`src/hdl/csm_pkg.sv`:
```
// ----------------------------------------------------------------------------
// csm_pkg: shared types and constants of the caseless substring matcher
// Pattern and position sizes, configuration register indexes, letter folding.
// ----------------------------------------------------------------------------
package csm_pkg;

  // Pattern sizing
  localparam int unsigned PatternMax = 16;
  localparam int unsigned IdxBits    = (PatternMax > 1) ? $clog2(PatternMax) : 1;
  localparam int unsigned LenBits    = 5;

  // Position and count sizing
  localparam int unsigned PosBits   = 16;
  localparam int unsigned CountBits = 16;
  localparam logic [PosBits-1:0]   PosMax   = {PosBits{1'b1}};
  localparam logic [CountBits-1:0] CountMax = {CountBits{1'b1}};

  // Configuration register indexes
  localparam int unsigned CfgIdxBits = 2;
  localparam logic [CfgIdxBits-1:0] CfgLength = 2'd0;
  localparam logic [CfgIdxBits-1:0] CfgFirst  = 2'd1;
  localparam logic [CfgIdxBits-1:0] CfgLast   = 2'd2;
  localparam int unsigned CfgDataBits = 64;

  // Letter constants
  localparam logic [7:0] UpperA = 8'h41;
  localparam logic [7:0] UpperZ = 8'h5A;
  localparam logic [7:0] LowerA = 8'h61;

  typedef logic [7:0] byte_t;

  // Decoded pattern handed from the register block to the compare window
  typedef struct packed {
    logic [LenBits-1:0]         len;
    byte_t [PatternMax-1:0]     pattern;
  } cfg_t;

  // Fold A..Z to lower case, every other byte unchanged
  function automatic byte_t fold_letter(input byte_t b);
    byte_t r;
    r = b;
    if (b >= UpperA && b <= UpperZ) begin
      r = b - UpperA + LowerA;
    end
    return r;
  endfunction

endpackage

```
`src/hdl/caseless_substring_matcher.sv`:
```
// ----------------------------------------------------------------------------
// caseless_substring_matcher: case-insensitive non-overlapping pattern search
// Searches a byte stream for a pattern of up to 16 bytes and reports one
// result per byte with match flag, positions and running count.
// ----------------------------------------------------------------------------
//   channel  | signals                                   | direction
//   ---------+-------------------------------------------+----------
//   text     | text_valid_i/ready_o, byte, last          | in
//   result   | result_valid_o/ready_i, match, pos, count | out
//   config   | cfg_we_i, cfg_index_i, cfg_data_i         | in
//
// One byte per cycle while the result side does not stall; a text byte passes
// the input register and then the result register on its way to the result.
// The compare, position and count update sit in the combinational logic between them.
// Reset clears the window, position, count and handshake state at once.
// A stalled result holds the input register, which then holds text_ready_o.
// ----------------------------------------------------------------------------
module caseless_substring_matcher import csm_pkg::*; (
  input  logic                   clk_i,
  input  logic                   rst_ni,
  input  logic                   cfg_we_i,
  input  logic [CfgIdxBits-1:0]  cfg_index_i,
  input  logic [CfgDataBits-1:0] cfg_data_i,
  input  logic                   text_valid_i,
  output logic                   text_ready_o,
  input  logic [7:0]             text_byte_i,
  input  logic                   text_last_i,
  output logic                   result_valid_o,
  input  logic                   result_ready_i,
  output logic                   match_found_o,
  output logic [15:0]            match_start_o,
  output logic [15:0]            match_end_o,
  output logic [15:0]            match_total_o,
  output logic                   text_done_o
);

  cfg_t cfg;
  logic win_hit;

  // Input register
  logic  in_valid_q;
  byte_t in_byte_q;
  logic  in_last_q;
  logic  advance;

  // Text state
  logic [PosBits-1:0]   pos_q, pos_d, pos_inc;
  logic [LenBits-1:0]   blocked_q, blocked_d;
  logic [CountBits-1:0] count_q, count_d, count_step;
  logic [PosBits-1:0]   len_ext;
  logic                 hit_ok;
  logic [PosBits-1:0]   start_step;

  // Result register
  logic                 res_valid_q;
  logic                 found_q;
  logic [PosBits-1:0]   start_q, end_q;
  logic [CountBits-1:0] total_q;
  logic                 done_q;

  csm_cfg u_cfg (
    .clk_i       (clk_i),
    .rst_ni      (rst_ni),
    .cfg_we_i    (cfg_we_i),
    .cfg_index_i (cfg_index_i),
    .cfg_data_i  (cfg_data_i),
    .cfg_o       (cfg)
  );

  csm_window u_window (
    .clk_i   (clk_i),
    .rst_ni  (rst_ni),
    .shift_i (advance),
    .clear_i (in_last_q),
    .byte_i  (in_byte_q),
    .cfg_i   (cfg),
    .hit_o   (win_hit)
  );

  // Handshake: the held byte moves on whenever the result slot frees
  assign advance      = in_valid_q && (!res_valid_q || result_ready_i);
  assign text_ready_o = !in_valid_q || advance;

  always_ff @(posedge clk_i or negedge rst_ni) begin
    if (!rst_ni) begin
      in_valid_q <= 1'b0;
    end else if (text_ready_o) begin
      in_valid_q <= text_valid_i;
    end
  end

  always_ff @(posedge clk_i) begin
    if (text_ready_o && text_valid_i) begin
      in_byte_q <= fold_letter(text_byte_i);
      in_last_q <= text_last_i;
    end
  end

  // Step: position, blocked span, match and count
  always_comb begin
    pos_inc    = (pos_q != PosMax) ? pos_q + PosBits'(1) : pos_q;
    len_ext    = PosBits'(cfg.len);
    hit_ok     = (blocked_q == '0) && (pos_inc >= len_ext) && win_hit;
    start_step = hit_ok ? pos_inc - len_ext + PosBits'(1) : '0;
    count_step = (hit_ok && count_q != CountMax) ? count_q + CountBits'(1) : count_q;
    if (blocked_q != '0) begin
      blocked_d = blocked_q - LenBits'(1);
    end else if (hit_ok) begin
      blocked_d = cfg.len - LenBits'(1);
    end else begin
      blocked_d = '0;
    end
    pos_d   = pos_inc;
    count_d = count_step;
    // End of text: start afresh for the next one
    if (in_last_q) begin
      pos_d     = '0;
      blocked_d = '0;
      count_d   = '0;
    end
  end

  always_ff @(posedge clk_i or negedge rst_ni) begin
    if (!rst_ni) begin
      pos_q     <= '0;
      blocked_q <= '0;
      count_q   <= '0;
    end else if (advance) begin
      pos_q     <= pos_d;
      blocked_q <= blocked_d;
      count_q   <= count_d;
    end
  end

  // Result register
  always_ff @(posedge clk_i or negedge rst_ni) begin
    if (!rst_ni) begin
      res_valid_q <= 1'b0;
    end else if (advance) begin
      res_valid_q <= 1'b1;
    end else if (result_ready_i) begin
      res_valid_q <= 1'b0;
    end
  end

  always_ff @(posedge clk_i) begin
    if (advance) begin
      found_q <= hit_ok;
      start_q <= start_step;
      end_q   <= hit_ok ? pos_inc : '0;
      total_q <= count_step;
      done_q  <= in_last_q;
    end
  end

  assign result_valid_o = res_valid_q;
  assign match_found_o  = found_q;
  assign match_start_o  = start_q;
  assign match_end_o    = end_q;
  assign match_total_o  = total_q;
  assign text_done_o    = done_q;

endmodule

```
`src/hdl/csm_cfg.sv`:
```
// ----------------------------------------------------------------------------
// csm_cfg: configuration registers
// Holds pattern length and pattern words, clamps the length and folds the
// pattern bytes for the compare window.
// ----------------------------------------------------------------------------
module csm_cfg import csm_pkg::*; (
  input  logic                  clk_i,
  input  logic                  rst_ni,
  input  logic                  cfg_we_i,
  input  logic [CfgIdxBits-1:0] cfg_index_i,
  input  logic [CfgDataBits-1:0] cfg_data_i,
  output cfg_t                  cfg_o
);

  logic [LenBits-1:0]     len_q;
  logic [CfgDataBits-1:0] first_q;
  logic [CfgDataBits-1:0] last_q;

  // Register writes
  always_ff @(posedge clk_i or negedge rst_ni) begin
    if (!rst_ni) begin
      len_q   <= LenBits'(1);
      first_q <= '0;
      last_q  <= '0;
    end else if (cfg_we_i) begin
      unique case (cfg_index_i)
        CfgLength: len_q   <= cfg_data_i[LenBits-1:0];
        CfgFirst:  first_q <= cfg_data_i;
        CfgLast:   last_q  <= cfg_data_i;
        default: ;
      endcase
    end
  end

  // Length in use and folded pattern bytes
  always_comb begin
    if (len_q == '0) begin
      cfg_o.len = LenBits'(1);
    end else if (len_q > LenBits'(PatternMax)) begin
      cfg_o.len = LenBits'(PatternMax);
    end else begin
      cfg_o.len = len_q;
    end
    for (int k = 0; k < PatternMax; k++) begin
      cfg_o.pattern[k] = fold_letter((k < 8) ? first_q[8*(k%8) +: 8]
                                             : last_q[8*(k%8) +: 8]);
    end
  end

endmodule

```
`src/hdl/csm_window.sv`:
```
// ----------------------------------------------------------------------------
// csm_window: recent text bytes and pattern compare
// Shift line of folded text bytes, newest first, and a parallel compare of
// the window including the incoming byte against the pattern.
// ----------------------------------------------------------------------------
module csm_window import csm_pkg::*; (
  input  logic  clk_i,
  input  logic  rst_ni,
  input  logic  shift_i,
  input  logic  clear_i,
  input  byte_t byte_i,
  input  cfg_t  cfg_i,
  output logic  hit_o
);

  byte_t [PatternMax-1:0] recent_q;
  byte_t [PatternMax-1:0] win;

  // Window as it stands once the incoming byte is in
  always_comb begin
    win[0] = byte_i;
    for (int j = 1; j < PatternMax; j++) begin
      win[j] = recent_q[j-1];
    end
  end

  // Pattern byte k lines up with window slot len-1-k
  always_comb begin
    logic [IdxBits-1:0] pidx;
    hit_o = 1'b1;
    pidx  = '0;
    for (int j = 0; j < PatternMax; j++) begin
      pidx = IdxBits'(cfg_i.len - LenBits'(j) - LenBits'(1));
      if (LenBits'(j) < cfg_i.len && win[j] != cfg_i.pattern[pidx]) begin
        hit_o = 1'b0;
      end
    end
  end

  // Shift line, cleared at the end of a text
  always_ff @(posedge clk_i or negedge rst_ni) begin
    if (!rst_ni) begin
      recent_q <= '0;
    end else if (shift_i) begin
      if (clear_i) begin
        recent_q <= '0;
      end else begin
        recent_q <= win;
      end
    end
  end

endmodule
```
`config.mk`:
```
export PLATFORM = sky130hd
export DESIGN_NAME = caseless_substring_matcher
export DESIGN_NICKNAME = d
export VERILOG_FILES = /design/src/hdl/csm_pkg.sv /design/src/hdl/caseless_substring_matcher.sv /design/src/hdl/csm_cfg.sv /design/src/hdl/csm_window.sv
export SDC_FILE = /design/constraint.sdc
export NUM_CORES = 1
export LEC_CHECK = 0
export BUFFER_PORTS_ARGS = -buffer_cell sky130_fd_sc_hd__buf_2
export CORE_MARGIN = 3
export CORE_UTILIZATION = 42
export DETAILED_ROUTE_END_ITERATION = 8
export PLACE_DENSITY = 0.58
export SYNTH_ARGS = -nofsm -noshare
export SYNTH_HDL_FRONTEND = slang
export SYNTH_HIERARCHICAL = 1
export SYNTH_SLANG_ARGS = --single-unit
```
`constraint.sdc`:
```
create_clock -name clk_i -period 5.6 [get_ports clk_i]
set_input_delay 1.12 -clock clk_i [delete_from_list [all_inputs] [get_ports clk_i]]
set_output_delay 1.12 -clock clk_i [all_outputs]
set_load 0.02 [all_outputs]
```
==> results by group <==
Pwr
  – Lkg Pwr: 13.84 nW
  – Clock Power Share: 19.0%
  – IR drop worst, VDD: 0.0002394 V
  – Seq pwr share: 20.7%
  – Comb pwr share: 60.3%
  – Pwr/cell area: 462.3 nW/µm²
  – Sw Share: 42.66%
  – Int Pwr: 8.829 mW
  – Sw Pwr: 6.570 mW

Clocking
  – Clk root buf: clkbuf_16
  – Hold buffers post-CTS: 0
  – CTS tree: yes
  – Clk_lat worst skew: 0.60 ns
  – Clk slew on worst S/H paths: 0.06 ns
  – TritonCTS Buffers: 43
  – CTS Sinks: 351
  – CTS H-tree lvls: 2
  – Longest Clk Path Bufs: 3

Layout
  – Post-Route Utilization: 49.16%
  – Area Overhead vs Synth: 15.09%
  – Final Instance Area: 33,310 µm²
  – Ratio of cells with drive above 1 in the final layout: 32.84%
  – ANT cells: 0
  – Layout Cells excl Fill: 3,693
  – Number of fill cells: 6,160
  – Nets@finish: 2,925

Yosys
  – Cells after Synth: 2,591
  – Avg Inst Size Synth: 11.17 µm²
  – Top post-synthesis cells by area: dfrtp_1 (25%), mux4_2 (14%), mux2i_1 (8.5%)
  – Yosys top cell by area: dfrtp_1
  – Mapped cell area: 28,940 µm²
  – Synth unique cells: 106
  – Top_reg_cell synth: dfrtp_1
  – Ys Warns: 6
  – Syn_nets: 2,731
  – Seq/Total Area, Yosys: 31.38%
  – Post-synth EDFFs: 59
  – Yosys reg bits: 351
  – Top cell type's share of synthesized area: 25.16%
  – Fraction of registers with async set/reset: 83.19%

Place
  – Pre-CTS WS: -0.4477 ns
  – Post-DP HPWL: 80,400 µm
  – DP Cell Count: 3,595
  – Buffers on Ports: 131
  – GPL Wtd Cong: 1.032
  – Post-DP Area: 31,300 µm²

STA
  – Clock Skew: 0.03020 ns
  – Final Hold Vio Count: 0
  – Setup violators final: 0
  – Tcrit/Tclk final: 98.16%
  – Fin crit period: 5.497 ns
  – Slew @ Worst Pin: 1.197 ns
  – Slew HR: 19.75%
  – F_max: 181.9 MHz
  – Setup TNS: 0 ns
  – Slew Viols, Final: 0
  – Post-route setup slack: 0.1029 ns

Global routing
  – Largest net degree at the start of global routing: 125
  – Antenna violations before repair: 0
  – Number of global-route vias before repair: 21,940
  – Total gr overflow: 0
  – First-pass GRT wire length: 150,700 µm
  – Global Route Usage Sum: 28.41%

Worst setup path
  – Setup Crit Path Kind: flip-flop to flip-flop
  – CP peak stage delay: 0.66 ns
  – CP max stage cell: mux4_2
  – R2r endpoint: count_q[0]
  – Critical path buffers and inverters: 4
  – Startpoint types: flip-flop
  – Crit. End Element: flip-flop
  – R2R cell count: 23
  – Flop-to-flop setup slack: 0.10 ns
  – CP max FO: 16
  – Crit path max-delay family: compound AO/OA/AOI/OAI gates
  – WP data required: 6.05 ns
  – Critical Path, Cell by Cell: or4_4 > o22ai_4 > o41a_1 > buf_12 > mux2i_1 > mux4_2 > xnor2_2 > nor3_2 > o2111ai_2 > a2111oi_2 > buf_4 > o22ai_1 > nor3_2 > and4_1 > o2111a_2 > nand2_2 > a21oi_4 > nand2_4 > a21oi_4 > buf_12 > buf_4 > mux2i_1 > o21ai_1
  – Crit path DAT: 5.95 ns
  – Launching point of the worst reg2reg path: u_cfg/first_q[36]

Die
  – Die H: 268.5 µm
  – Starting Density: 42.71%
  – DIE AREA: 72,080 µm²
  – Core ar.: 67,750 µm²
  – Num rows: 95
  – Die Wd: 268.5 µm
  – IO Pins: 132

Flow run
  – Max-cap violation count: 0

Routing
  – Drt first pass iters: 6
  – Routed length per instance: 28.40 µm
  – Routed vias/inst: 6.155
  – Final wirelength: 104,900 µm
  – # DRC: 0
  – Routed vias: 22,730
  – Iteration-0 DRC Markers: 2,555
  – Post-DRT Antenna Nets: 0

Hold path
  – Hold Path Depth: 1
  – Hold endpoint: result_valid_o
  – Hold Crit Class: flip-flop to flip-flop
  – Hold Startpoint: in_valid_q

Outcome
  – Outcome: finished, final reports clean
-- worst max path at each step --
stage / to / slack (ns) / cells past startpoint / start
finish: count_q[0] / 0.10 / 23 / u_cfg/first_q[36]
global route: count_q[0] / -0.05 / 25 / u_cfg/len_q[3]
CTS: match_total_o[15] / 0.05 / 21 / u_cfg/len_q[4]
detailed placement: count_q[0] / -0.45 / 22 / u_cfg/first_q[26]
global placement: count_q[0] / -0.23 / 22 / u_cfg/first_q[26]
floorplan: count_q[6] / 0.02 / 29 / u_cfg/len_q[3]
-- power groups by stage --
| stage | sequential [mW] | clock [mW] | combinational [mW] |
|---|---|---|---|
| 2_1_floorplan | 3.20 | 0 | 5.81 |
| 3_3_place_gp | 3.21 | 0 | 8.67 |
| 3_5_place_dp | 3.23 | 0 | 8.72 |
| 4_1_cts | 3.19 | 3.00 | 8.76 |
| 5_1_grt | 3.23 | 3.09 | 9.67 |
| 6_report | 3.19 | 2.93 | 9.28 |
-- layer usage --
layer	track usage [%]	wire [µm]	share of wire, %
met1	40.60	45000	43
met5	0	0	0
met4	10.47	4604	4.4
met2	42.98	46150	44
met3	5.521	9121	8.7
-- cell usage after synthesis (39+ instances only) --
master and n:
inv_1 167, nor2_1 72, ha_1 58, mux2_4 120
o21ai_0 163, mux2_2 47, xnor2_1 162, nand2_1 127
nor3_1 39, buf_4 100, a21oi_1 51, mux4_2 179
edfxtp_1 59, dfrtp_1 291, mux2i_1 245, clkbuf_1 60
nand3b_1 140, buf_2 39
-- cell type report --
class                   instances  area [µm²]  area share [%]
flip-flops and latches        351        9080           27.26
inverters                     171       649.4           1.950
clock inverters                16       207.7          0.6236
multi-input cells            1830       17970           53.97
clock buffers                  64        1295           3.888
well taps                     873        1092           3.280
repair buffers                388        3007           9.027
-- state kept, by name, summed over array words and instances (netlist names), 5 cells and up --
| register | count |
|---|---|
| u_window/recent_q | 120 |
| u_cfg/first_q | 64 |
| u_cfg/last_q | 64 |
| count_q | 16 |
| match_end_o | 16 |
| match_start_o | 16 |
| match_total_o | 16 |
| pos_q | 16 |
| in_byte_q | 8 |
| blocked_q | 5 |
| u_cfg/len_q | 5 |
-- metrics by stage --
step / power [mW] / hold WS [ns]
final: 15.40 / 0.4960
after detailed placement: 11.95 / 0.4863
after floorplan: 9.004 / 0.4572
after global routing: 15.99 / 0.5250
after global placement: 11.88 / 0.4729
after CTS: 14.94 / 0.5016
-- cell usage in the layout, fill, tap and decap left out, drive strengths merged, types with 41 or more instances in the layout --
cell / synthesis / routed
a21oi: 55 / 55
nor3: 41 / 41
xnor2: 169 / 169
mux4: 179 / 179
nand3b: 140 / 140
nor2: 77 / 77
buf: 177 / 384
o21ai: 169 / 169
dfrtp: 291 / 291
mux2i: 245 / 245
edfxtp: 59 / 59
nand2: 129 / 129
clkbuf: 62 / 68
mux2: 176 / 176
inv: 171 / 174
ha: 58 / 58
-- logic make-up (layout without fill, tap and decap cells) --
logic type,count (synthesis),count (layout),share of synthesized area [%]
fa+ha+maj,60,60,2.646
flops,351,351,31.38
compound gates,403,403,9.560
mux,600,600,30.81
simple gates,566,566,11.48
xor+xnor,201,201,6.576
buf+inv,410,639,7.549
-- what timing repair did --
item                                    4_1_cts  5_1_grt
endpoints found under the setup margin       66       54
gates cloned                                  0        4
setup buffers                                 0       14
pin swaps                                     1       10
resized for setup                             5       53
(Power assumes the default switching activity.)
